**src/rtl/iyts_pkg.sv**
```systemverilog
// shared types and constants for the imu yaw tare and staleness monitor
package iyts_pkg;

  localparam int unsigned TIME_W  = 32;
  localparam int unsigned ANGLE_W = 16;
  localparam int unsigned CFG_W   = 16;
  localparam int unsigned CFG_IDX_W = 1;

  localparam logic [CFG_IDX_W-1:0] REG_DEGRADE_TIMEOUT = 1'd0;
  localparam logic [CFG_IDX_W-1:0] REG_RESTORE_TIME    = 1'd1;

  localparam logic [CFG_W-1:0] DEGRADE_TIMEOUT_RESET = 16'd200;
  localparam logic [CFG_W-1:0] RESTORE_TIME_RESET    = 16'd1000;

  localparam logic FUNC_POLL = 1'b0;
  localparam logic FUNC_TARE = 1'b1;

  typedef struct packed {
    logic                      func;
    logic [TIME_W-1:0]         now_ms;
    logic                      sample_present;
    logic                      has_yaw;
    logic signed [ANGLE_W-1:0] yaw_in;
    logic                      has_rate;
    logic signed [15:0]        rate_in;
    logic                      accel_present;
    logic signed [15:0]        accel_x_in;
    logic signed [15:0]        accel_y_in;
    logic signed [15:0]        accel_z_in;
  } req_t;

  typedef struct packed {
    logic signed [ANGLE_W-1:0] yaw_out;
    logic                      yaw_is_valid;
    logic signed [15:0]        rate_out;
    logic signed [15:0]        accel_x_out;
    logic signed [15:0]        accel_y_out;
    logic signed [15:0]        accel_z_out;
    logic                      degraded_flag;
  } rsp_t;

  typedef struct packed {
    logic [CFG_W-1:0] degrade_timeout_ms;
    logic [CFG_W-1:0] restore_time_ms;
  } cfg_t;

endpackage

```
**src/rtl/iyts_cfg.sv**
```systemverilog
// configuration registers: staleness timeout and restore time
module iyts_cfg
  import iyts_pkg::*;
(
  input  logic                 clk,
  input  logic                 rst,
  input  logic                 cfg_we,
  input  logic [CFG_IDX_W-1:0] cfg_index,
  input  logic [CFG_W-1:0]     cfg_data,
  output cfg_t                 cfg
);

  always_ff @(posedge clk) begin
    if (rst) begin
      cfg.degrade_timeout_ms <= DEGRADE_TIMEOUT_RESET;
      cfg.restore_time_ms    <= RESTORE_TIME_RESET;
    end else if (cfg_we) begin
      unique case (cfg_index)
        REG_DEGRADE_TIMEOUT: cfg.degrade_timeout_ms <= cfg_data;
        REG_RESTORE_TIME:    cfg.restore_time_ms    <= cfg_data;
        default: ;
      endcase
    end
  end

endmodule

```
**src/rtl/iyts_core.sv**
```systemverilog
// monitor state and its single-pass update for one item
module iyts_core
  import iyts_pkg::*;
(
  input  logic clk,
  input  logic rst,
  input  logic step,
  input  req_t item,
  input  cfg_t cfg,
  output rsp_t result
);

  logic [ANGLE_W-1:0] yaw_reg, yaw_next;
  logic [ANGLE_W-1:0] tare_offset, tare_offset_next;
  logic               yaw_valid_reg, yaw_valid_next;
  logic [15:0]        rate_reg, rate_next;
  logic [15:0]        accel_x_reg, accel_x_next;
  logic [15:0]        accel_y_reg, accel_y_next;
  logic [15:0]        accel_z_reg, accel_z_next;
  logic               degraded_reg, degraded_next;
  logic [TIME_W-1:0]  last_yaw_time, last_yaw_time_next;
  logic [TIME_W-1:0]  last_healthy_time, last_healthy_time_next;

  logic [TIME_W-1:0] since;
  logic [TIME_W-1:0] healthy_for;
  logic              stale;
  logic              restored;

  always_comb begin
    yaw_next               = yaw_reg;
    tare_offset_next       = tare_offset;
    yaw_valid_next         = yaw_valid_reg;
    rate_next              = rate_reg;
    accel_x_next           = accel_x_reg;
    accel_y_next           = accel_y_reg;
    accel_z_next           = accel_z_reg;
    degraded_next          = degraded_reg;
    last_yaw_time_next     = last_yaw_time;
    last_healthy_time_next = last_healthy_time;

    if (item.func == FUNC_POLL && item.sample_present) begin
      if (item.has_yaw) begin
        yaw_next           = item.yaw_in - tare_offset;
        yaw_valid_next     = 1'b1;
        last_yaw_time_next = item.now_ms;
      end
      if (item.has_rate) rate_next = item.rate_in;
      if (item.accel_present) begin
        accel_x_next = item.accel_x_in;
        accel_y_next = item.accel_y_in;
        accel_z_next = item.accel_z_in;
      end
    end

    // staleness runs on the state as updated by this poll
    since       = yaw_valid_next ? item.now_ms - last_yaw_time_next : item.now_ms;
    healthy_for = item.now_ms - last_healthy_time;
    stale       = since > {{(TIME_W-CFG_W){1'b0}}, cfg.degrade_timeout_ms};
    restored    = healthy_for > {{(TIME_W-CFG_W){1'b0}}, cfg.restore_time_ms};

    if (item.func == FUNC_TARE) begin
      if (yaw_valid_reg) begin
        tare_offset_next = tare_offset + yaw_reg;
        yaw_next         = '0;
      end
    end else begin
      priority if (!degraded_reg && yaw_valid_next && stale) begin
        degraded_next          = 1'b1;
        last_healthy_time_next = item.now_ms;
      end else if (degraded_reg && !stale) begin
        if (restored) degraded_next = 1'b0;
      end else if (degraded_reg) begin
        last_healthy_time_next = item.now_ms;
      end else begin
      end
    end
  end

  always_ff @(posedge clk) begin
    if (rst) begin
      yaw_reg           <= '0;
      tare_offset       <= '0;
      yaw_valid_reg     <= 1'b0;
      rate_reg          <= '0;
      accel_x_reg       <= '0;
      accel_y_reg       <= '0;
      accel_z_reg       <= '0;
      degraded_reg      <= 1'b0;
      last_yaw_time     <= '0;
      last_healthy_time <= '0;
    end else if (step) begin
      yaw_reg           <= yaw_next;
      tare_offset       <= tare_offset_next;
      yaw_valid_reg     <= yaw_valid_next;
      rate_reg          <= rate_next;
      accel_x_reg       <= accel_x_next;
      accel_y_reg       <= accel_y_next;
      accel_z_reg       <= accel_z_next;
      degraded_reg      <= degraded_next;
      last_yaw_time     <= last_yaw_time_next;
      last_healthy_time <= last_healthy_time_next;
    end
  end

  assign result.yaw_out       = yaw_next;
  assign result.yaw_is_valid  = yaw_valid_next;
  assign result.rate_out      = rate_next;
  assign result.accel_x_out   = accel_x_next;
  assign result.accel_y_out   = accel_y_next;
  assign result.accel_z_out   = accel_z_next;
  assign result.degraded_flag = degraded_next;

endmodule

```
**src/rtl/imu_yaw_tare_staleness_monitor.sv**
```systemverilog
// imu yaw tare and staleness monitor, top level with input and result registers
// the result passes through the input register and then the output register
// throughput: one item per cycle while the result side does not stall; the state update
// is one subtract/compare pass between the input register and the result register
// a stalled result holds the output register, and the input register fills behind it
// reset (rst, synchronous) clears all state and both stages; registers return to defaults
module imu_yaw_tare_staleness_monitor
  import iyts_pkg::*;
(
  input  logic                 clk,
  input  logic                 rst,
  input  logic                 req_valid,
  output logic                 req_stall,
  input  req_t                 req,
  output logic                 rsp_valid,
  input  logic                 rsp_stall,
  output rsp_t                 rsp,
  input  logic                 cfg_we,
  input  logic [CFG_IDX_W-1:0] cfg_index,
  input  logic [CFG_W-1:0]     cfg_data
);

  cfg_t cfg;
  req_t item;
  logic item_valid;
  rsp_t result;
  logic out_take;
  logic step;

  iyts_cfg u_cfg (
    .clk       (clk),
    .rst       (rst),
    .cfg_we    (cfg_we),
    .cfg_index (cfg_index),
    .cfg_data  (cfg_data),
    .cfg       (cfg)
  );

  // result register can load when empty or being drained this cycle
  assign out_take  = !rsp_valid || !rsp_stall;
  assign step      = item_valid && out_take;
  assign req_stall = item_valid && !out_take;

  always_ff @(posedge clk) begin
    if (rst) begin
      item_valid <= 1'b0;
    end else if (!req_stall) begin
      item_valid <= req_valid;
    end
  end

  always_ff @(posedge clk) begin
    if (req_valid && !req_stall) begin
      item <= req;
    end
  end

  iyts_core u_core (
    .clk    (clk),
    .rst    (rst),
    .step   (step),
    .item   (item),
    .cfg    (cfg),
    .result (result)
  );

  always_ff @(posedge clk) begin
    if (rst) begin
      rsp_valid <= 1'b0;
    end else if (out_take) begin
      rsp_valid <= item_valid;
    end
  end

  always_ff @(posedge clk) begin
    if (step) begin
      rsp <= result;
    end
  end

endmodule

```
**config.mk**
```make
export PLATFORM = sky130hd
export DESIGN_NAME = imu_yaw_tare_staleness_monitor
export DESIGN_NICKNAME = d
export VERILOG_FILES = /design/src/rtl/iyts_pkg.sv /design/src/rtl/iyts_cfg.sv /design/src/rtl/iyts_core.sv /design/src/rtl/imu_yaw_tare_staleness_monitor.sv
export SDC_FILE = /design/constraint.sdc
export NUM_CORES = 1
export LEC_CHECK = 0
export ABC_AREA = 1
export BUFFER_PORTS_ARGS = -buffer_cell sky130_fd_sc_hd__buf_4
export CORE_MARGIN = 2
export CORE_UTILIZATION = 35
export DETAILED_ROUTE_END_ITERATION = 10
export PLACE_DENSITY_LB_ADDON = 0.25
export SLEW_MARGIN = 20
export SYNTH_ARGS = -nofsm -noshare
export SYNTH_HDL_FRONTEND = slang
export SYNTH_SLANG_ARGS = --single-unit
```
**constraint.sdc**
```tcl
create_clock -name clk -period 5.1 [get_ports clk]
set_clock_uncertainty 0.2 [all_clocks]
set_input_delay 0.51 -clock clk [delete_from_list [all_inputs] [get_ports clk]]
set_output_delay 0.51 -clock clk [all_outputs]
set_load 0.01 [all_outputs]
```
==> results.py, run 1 <==
metrics = {
    "timing": {
        "max_freq_ghz": 0.208,
        "holdWs_ns": 0.0280,
        "worstMarginPinSlew_ns": 1.02,
        "final.min_clock_period_ns": 4.82,
        "setup_violations": 0,
        "slew_headroom_pct": 31.8,
        "setup_slack_ns": 0.285,
        "hold_violations": 0,
        "maxSlewViolCount": 0,
        "fin_crit_sh_pct": 94.4,
    },
    "die": {
        "core_um2": 60600,
        "die_area_um2": 63600,
        "die_x_um": 252,
        "num_io_pins": 223,
        "rows": 90,
        "start_util_pct": 35.6,
        "die_h_um": 252,
    },
    "clocking": {
        "htree_levels": 2,
        "cts_made_buffers": 47,
        "clk_pin_slew_ns": 0.06,
        "cts_root_buffer": "clkbuf_16",
        "numClockSinks": 395,
        "cts_tree": "done",
        "clkLatencyLatePin_ns": 0.61,
        "cts.path.max_buffers": 3,
    },
    "grt": {
        "grtUsageMet2_pct": 30.2,
        "top_usage_layer": "met2",
        "grt_pass1_vias": 17000,
        "grt_pass1_wl_um": 91500,
        "met3_usage_pct": 2.35,
        "grt_max_degree": 97,
        "antenna_found_initial": 3,
        "overflow": 0,
        "gr-usage-all-layers_pct": 18.0,
        "use_met1_pct": 24.1,
    },
    "synth": {
        "ys_seq_area_share_pct": 45.9,
        "synth.avg_cell_area_um2": 7.76,
        "yosysWarningCount": 0,
        "ys_ff_latch": 395,
        "syn_inst": 2777,
        "syn_nets": 3046,
        "ys_top_cells_by_area": "edfxtp_1, dfxtp_1, nand2_1",
        "netlist_area_um2": 21500,
        "synth.distinct_cells": 44,
        "yosysTopAreaCell": "edfxtp_1",
        "synth_top_area_share_pct": 27.7,
    },
    "detailed_routing": {
        "postRouteAntennaNets": 0,
        "drt_iter0_markers": 1243,
        "detail_route.first_pass.iterations": 5,
        "vias_per_cell": 4.66,
        "drc": 0,
        "routed_wl_um": 59900,
        "wl_per_cell_um": 15.2,
        "num_vias": 18400,
    },
    "worst_setup_path": {
        "cp.arrival_ns": 5.15,
        "cp-start-kind": "register",
        "worstPathRequired_ns": 5.43,
        "cp-endpoint": "u_core.last_healthy_time[4]$_SDFFE_PP0P_",
        "r2r-start": "item[116]$_DFFE_PP_",
        "crit_path_end_kind": "register",
        "path_class": "reg -> reg",
        "crit_buf_inv": 4,
        "cpLargestDelayFamily": "simple AND/OR/NAND/NOR gates",
        "r2r_setup_slack_ns": 0.28,
        "worst_path_largest_cell_delay_ns": 0.40,
        "crit_top_cell": "nand2_1",
        "crit_start": "item[116]$_DFFE_PP_",
        "r2r-end": "u_core.last_healthy_time[4]$_SDFFE_PP0P_",
        "worst-r2r-cell-count": 30,
        "crit_fanout": 12,
        "path_depth": 30,
        "slowest_stage": "edfxtp_1",
    },
    "final_layout": {
        "fin_util_pct": 44.8,
        "fin_cells": 3945,
        "max_flop_register": "item",
        "reg_top3": "item (117), rsp (82)",
        "largest_reg_flops": 117,
        "finalNetCount": 3392,
        "syn_to_final_growth_pct": 26.1,
        "drive_gt1_share_pct": 11.6,
    },
    "power_and_ir_drop": {
        "p_clk_share_pct": 40.7,
        "switching_share_pct": 27.7,
        "p_per_area_nw_per_um2": 314,
        "intPower_mw": 6.17,
        "power.leakage_nw": 12.9,
        "p_seq_share_pct": 42.4,
        "comb_power_share_pct": 16.9,
        "vdd_drop_max_uv": 238,
        "totalPowerFinal_mw": 8.54,
        "power.switching_mw": 2.37,
    },
    "placed_design": {
        "dp_cells": 3719,
        "gp_congestion": 0.914,
        "port_buffers": 222,
        "pre_cts_ws_ns": 0.0344,
        "place_hpwl_um": 42400,
    },
    "flow_run": {
        "drv_cap": 0,
    },
    "outcome": {
        "status": "completed",
    },
    "worst_hold_path": {
        "hold_path_class": "in -> reg",
    },
}
==> cells in the final DEF, fill, tap and decap left out, drive strengths merged, types with 72 or more instances in the layout <==
cell	instances
a21oi	268
buf	248
clkbuf	72
dfxtp	196
dlygate4sd3	131
edfxtp	199
ha	126
inv	492
nand2	610
nand3	78
nor2	324
o21ai	202
==> cells by family after synthesis <==
group / after synthesis / synth area share, %
xor+xnor: 56 / 2.28
simple gates: 1070 / 19.9
mux: 16 / 0.743
flops: 395 / 45.9
compound gates: 532 / 13.2
fa+ha+maj: 130 / 7.69
buf+inv: 578 / 10.3
==> Yosys cell counts, drive strengths merged <==
cell and instances:
a211oi 17, a21boi 2, a21o 3, a21oi 268, a221oi 1, a31oi 5, and2 7, and3 1
buf 29, clkbuf 56, clkinv 2, dfxtp 196, edfxtp 199, fa 4, ha 126, inv 491
mux2i 16, nand2 610, nand3 78, nand3b 5, nand4 22, nor2 324, nor3 12, nor3b 1
nor4 4, o2111ai 2, o211ai 18, o21a 6, o21ai 202, o21bai 7, o31ai 1, or2 6
xnor2 23, xor2 33
==> layout make-up <==
class / instances / area, um^2
fillers: 6041 / 33400
flip-flops and latches: 395 / 9900
multi-input cells: 1804 / 9490
repair buffers: 382 / 3290
inverters: 493 / 1860
clock buffers: 69 / 1390
well taps: 782 / 978
clock inverters: 18 / 250
diodes: 2 / 5.00
==> layer usage <==
layer	vias up	routed length [um]	share of wire [%]
met5	-	13	0.022
met3	80	2190	3.7
met4	2	1600	2.7
met2	325	28200	47
met1	8358	27900	47
li1	9619	-	-
==> worst min-delay path, stage by stage <==
cell,delay (ns)
buf_4,0.11
o21ai_0,0.08
a21oi_1,0.10
==> worst min-delay path by stage <==
| stage | start | to | slack [ns] | cells past startpoint |
|---|---|---|---|---|
| 2_1_floorplan | u_cfg.cfg[10]$_SDFFE_PP0P_ | u_cfg.cfg[10]$_SDFFE_PP0P_ | 0.24 | 2 |
| 3_3_place_gp | u_cfg.cfg[15]$_SDFFE_PP0P_ | u_cfg.cfg[15]$_SDFFE_PP0P_ | 0.26 | 2 |
| 3_5_place_dp | u_cfg.cfg[15]$_SDFFE_PP0P_ | u_cfg.cfg[15]$_SDFFE_PP0P_ | 0.26 | 2 |
| 4_1_cts | cfg_data[12] | u_cfg.cfg[28]$_SDFFE_PP0P_ | 0.002 | 3 |
| 5_1_grt | cfg_data[15] | u_cfg.cfg[15]$_SDFFE_PP0P_ | 0.02 | 3 |
| 6_report | cfg_data[12] | u_cfg.cfg[28]$_SDFFE_PP0P_ | 0.03 | 3 |
==> power groups by stage <==
stage	Sequential, mW	Combinational, mW	Clock, mW
floorplan	3.68	0.883	0
global placement	3.68	1.33	0
detailed placement	3.68	1.34	0
CTS	3.62	1.43	3.57
global route	3.63	1.63	3.69
finish	3.62	1.44	3.48
==> repair_timing <==
action                                  4_1_cts  5_1_grt
pin swaps                                     0        0
resized for setup                             1       12
hold endpoints to repair                    135        0
endpoints found under the setup margin       26       32
setup buffers                                 0        1
hold buffers                                131        0
cloned                                        0        5
==> through the flow <==
| step | instance area [um^2] | setup TNS [ns] |
|---|---|---|
| after floorplan | 21500 | 0 |
| after global placement | 24000 | 0 |
| after detailed placement | 24000 | 0 |
| after CTS | 27000 | 0 |
| after global routing | 27200 | -0.00649 |
| final | 27200 | 0 |
Note: power is estimated with default switching activity, not from simulation.
==> run 2, diff against run 1 <==
- CTS_BUF_LIST: not set -> sky130_fd_sc_hd__clkbuf_4 sky130_fd_sc_hd__clkbuf_8
==> results.py, run 2 (same netlist as run 1, synthesis figures left out) <==
metrics = {
    "outcome": {
        "status": "completed",
    },
    "worst_setup_path": {
        "slowest_stage": "edfxtp_1",
        "cp-start-kind": "register",
        "cp.arrival_ns": 5.25,
        "worstPathRequired_ns": 5.48,
        "crit_path_end_kind": "register",
        "crit_top_cell": "nand2_1",
        "crit_fanout": 12,
        "worst_path_largest_cell_delay_ns": 0.40,
        "path_class": "reg -> reg",
        "crit_start": "item[116]$_DFFE_PP_",
        "r2r-start": "item[116]$_DFFE_PP_",
    },
    "clocking": {
        "cts_tree": "done",
        "cts_made_buffers": 74,
        "numClockSinks": 395,
        "clk_pin_slew_ns": 0.06,
        "cts.path.max_buffers": 3,
        "cts_root_buffer": "clkbuf_8",
        "htree_levels": 3,
        "clkLatencyLatePin_ns": 0.65,
    },
    "final_layout": {
        "n_fill_cell": 6060,
        "reg_top3": "item (117), rsp (82)",
        "final_cell_mix": "nand2_1, inv_1, nor2_1",
        "finalNetCount": 3424,
        "layout_commonest_cell": "nand2_1",
        "syn_to_final_growth_pct": 26.1,
        "max_flop_register": "item",
        "largest_reg_flops": 117,
        "drive_gt1_share_pct": 13.0,
    },
    "detailed_routing": {
        "postRouteAntennaNets": 0,
        "detail_route.first_pass.iterations": 5,
        "vias_per_cell": 4.65,
        "drc": 0,
        "routed_wl_um": 60500,
        "drt_iter0_markers": 1320,
        "num_vias": 18600,
        "wl_per_cell_um": 15.1,
    },
    "power_and_ir_drop": {
        "p_per_area_nw_per_um2": 308,
        "totalPowerFinal_mw": 8.38,
        "power.leakage_nw": 13.0,
        "vdd_drop_max_uv": 161,
    },
    "placed_design": {
        "place_hpwl_um": 42400,
        "port_buffers": 222,
        "gp_congestion": 0.914,
    },
    "die": {
        "rows": 90,
        "core_um2": 60600,
        "num_io_pins": 223,
        "die_area_um2": 63600,
        "die_h_um": 252,
        "start_util_pct": 35.6,
        "die_x_um": 252,
    },
    "worst_hold_path": {
        "hold_path_class": "in -> reg",
        "hold_start": "cfg_index",
    },
    "flow_run": {
        "drv_cap": 0,
    },
    "timing": {
        "setup_violations": 0,
        "maxSlewViolCount": 0,
        "holdWs_ns": 0.0891,
        "slew_headroom_pct": 32.1,
        "max_freq_ghz": 0.205,
        "worstMarginPinSlew_ns": 1.02,
        "final.min_clock_period_ns": 4.87,
        "hold_violations": 0,
        "fin_crit_sh_pct": 95.5,
    },
    "grt": {
        "grt_pass1_wl_um": 92600,
        "antenna_found_initial": 4,
        "gr-usage-all-layers_pct": 18.3,
        "grt_max_degree": 97,
        "overflow": 0,
        "grt_pass1_vias": 17200,
    },
}
==> run 2: cell count changes in the layout (fill, tap and decap cells not counted), moves of 4 or more <==
| cell | delta |
|---|---|
| clkbuf_16 | -47 |
| clkbuf_8 | +77 |
| clkbuf_1 | -9 |
| dlygate4sd3_1 | +4 |
| clkinv_1 | +5 |
| clkbuf_4 | +22 |
==> run 2: repair_timing <==
action,4_1_cts,5_1_grt
gates resized for setup,0,10
buffers inserted,0,2
setup endpoints to repair,0,33
hold endpoints to repair,151,0
hold buffers,135,0
==> run 2: path summary, 6_finish.rpt <==
kind              cells after the start  slack [ns]                                        to
setup / recovery                     30        0.23  u_core.last_healthy_time[4]$_SDFFE_PP0P_
hold / removal                        3        0.09                u_cfg.cfg[23]$_SDFFE_PP1P_
setup reg to reg                     30        0.23  u_core.last_healthy_time[4]$_SDFFE_PP0P_
hold reg to reg                       2        0.27                u_cfg.cfg[14]$_SDFFE_PP0P_
==> run 2: stage by stage <==
stage / setup slack, ns / setup TNS [ns] / area (um^2) / util [%] / instances
2_1_floorplan: 0.559 / 0 / 21500 / - / 2777
3_3_place_gp: 0.193 / 0 / 24000 / 39.7 / 3719
3_5_place_dp: 0.0344 / 0 / 24000 / 39.7 / 3719
4_1_cts: 0.0203 / 0 / 27000 / 44.6 / 3989
5_1_grt: -0.0223 / -0.155 / 27200 / 44.8 / 3999
6_report: 0.229 / 0 / 27200 / 44.8 / 3999
==> run 2: critical path: cells and delay by family, from the launching register on <==
family,cells,cell delay [ns]
buf+inv,4,0.75
simple gates,18,1.85
compound gates,4,0.50
flops,1,0.40
fa+ha+maj,3,0.96
xor+xnor,1,0.16
==> run 2: where the power goes <==
group          internal [mW]  total [mW]  switching, mW
Clock                   1.88        3.31           1.43
Combinational          0.577        1.44          0.868
Sequential              3.54        3.62         0.0836
Total                   5.99        8.38           2.38
==> run 2: metal layers <==
metal  wire [um]  track usage (%)  vias to the layer above
met4        1670             6.15                        2
met3        2660             3.27                       90
li1            -                -                     9707
met2       28400             30.3                      391
met5          13                0                        -
met1       27800             24.2                     8386
==> run 2: layout make-up <==
| class | instances | area (um^2) | share of cell area (%) |
|---|---|---|---|
| Sequential cell | 395 | 9900 | 36.4 |
| Multi-Input combinational cell | 1804 | 9480 | 34.9 |
| Timing Repair Buffer | 387 | 3340 | 12.3 |
| Inverter | 493 | 1860 | 6.85 |
| Clock buffer | 112 | 1400 | 5.17 |
| Tap cell | 782 | 978 | 3.60 |
| Clock inverter | 23 | 200 | 0.737 |
| Antenna cell | 3 | 7.51 | 0.0276 |
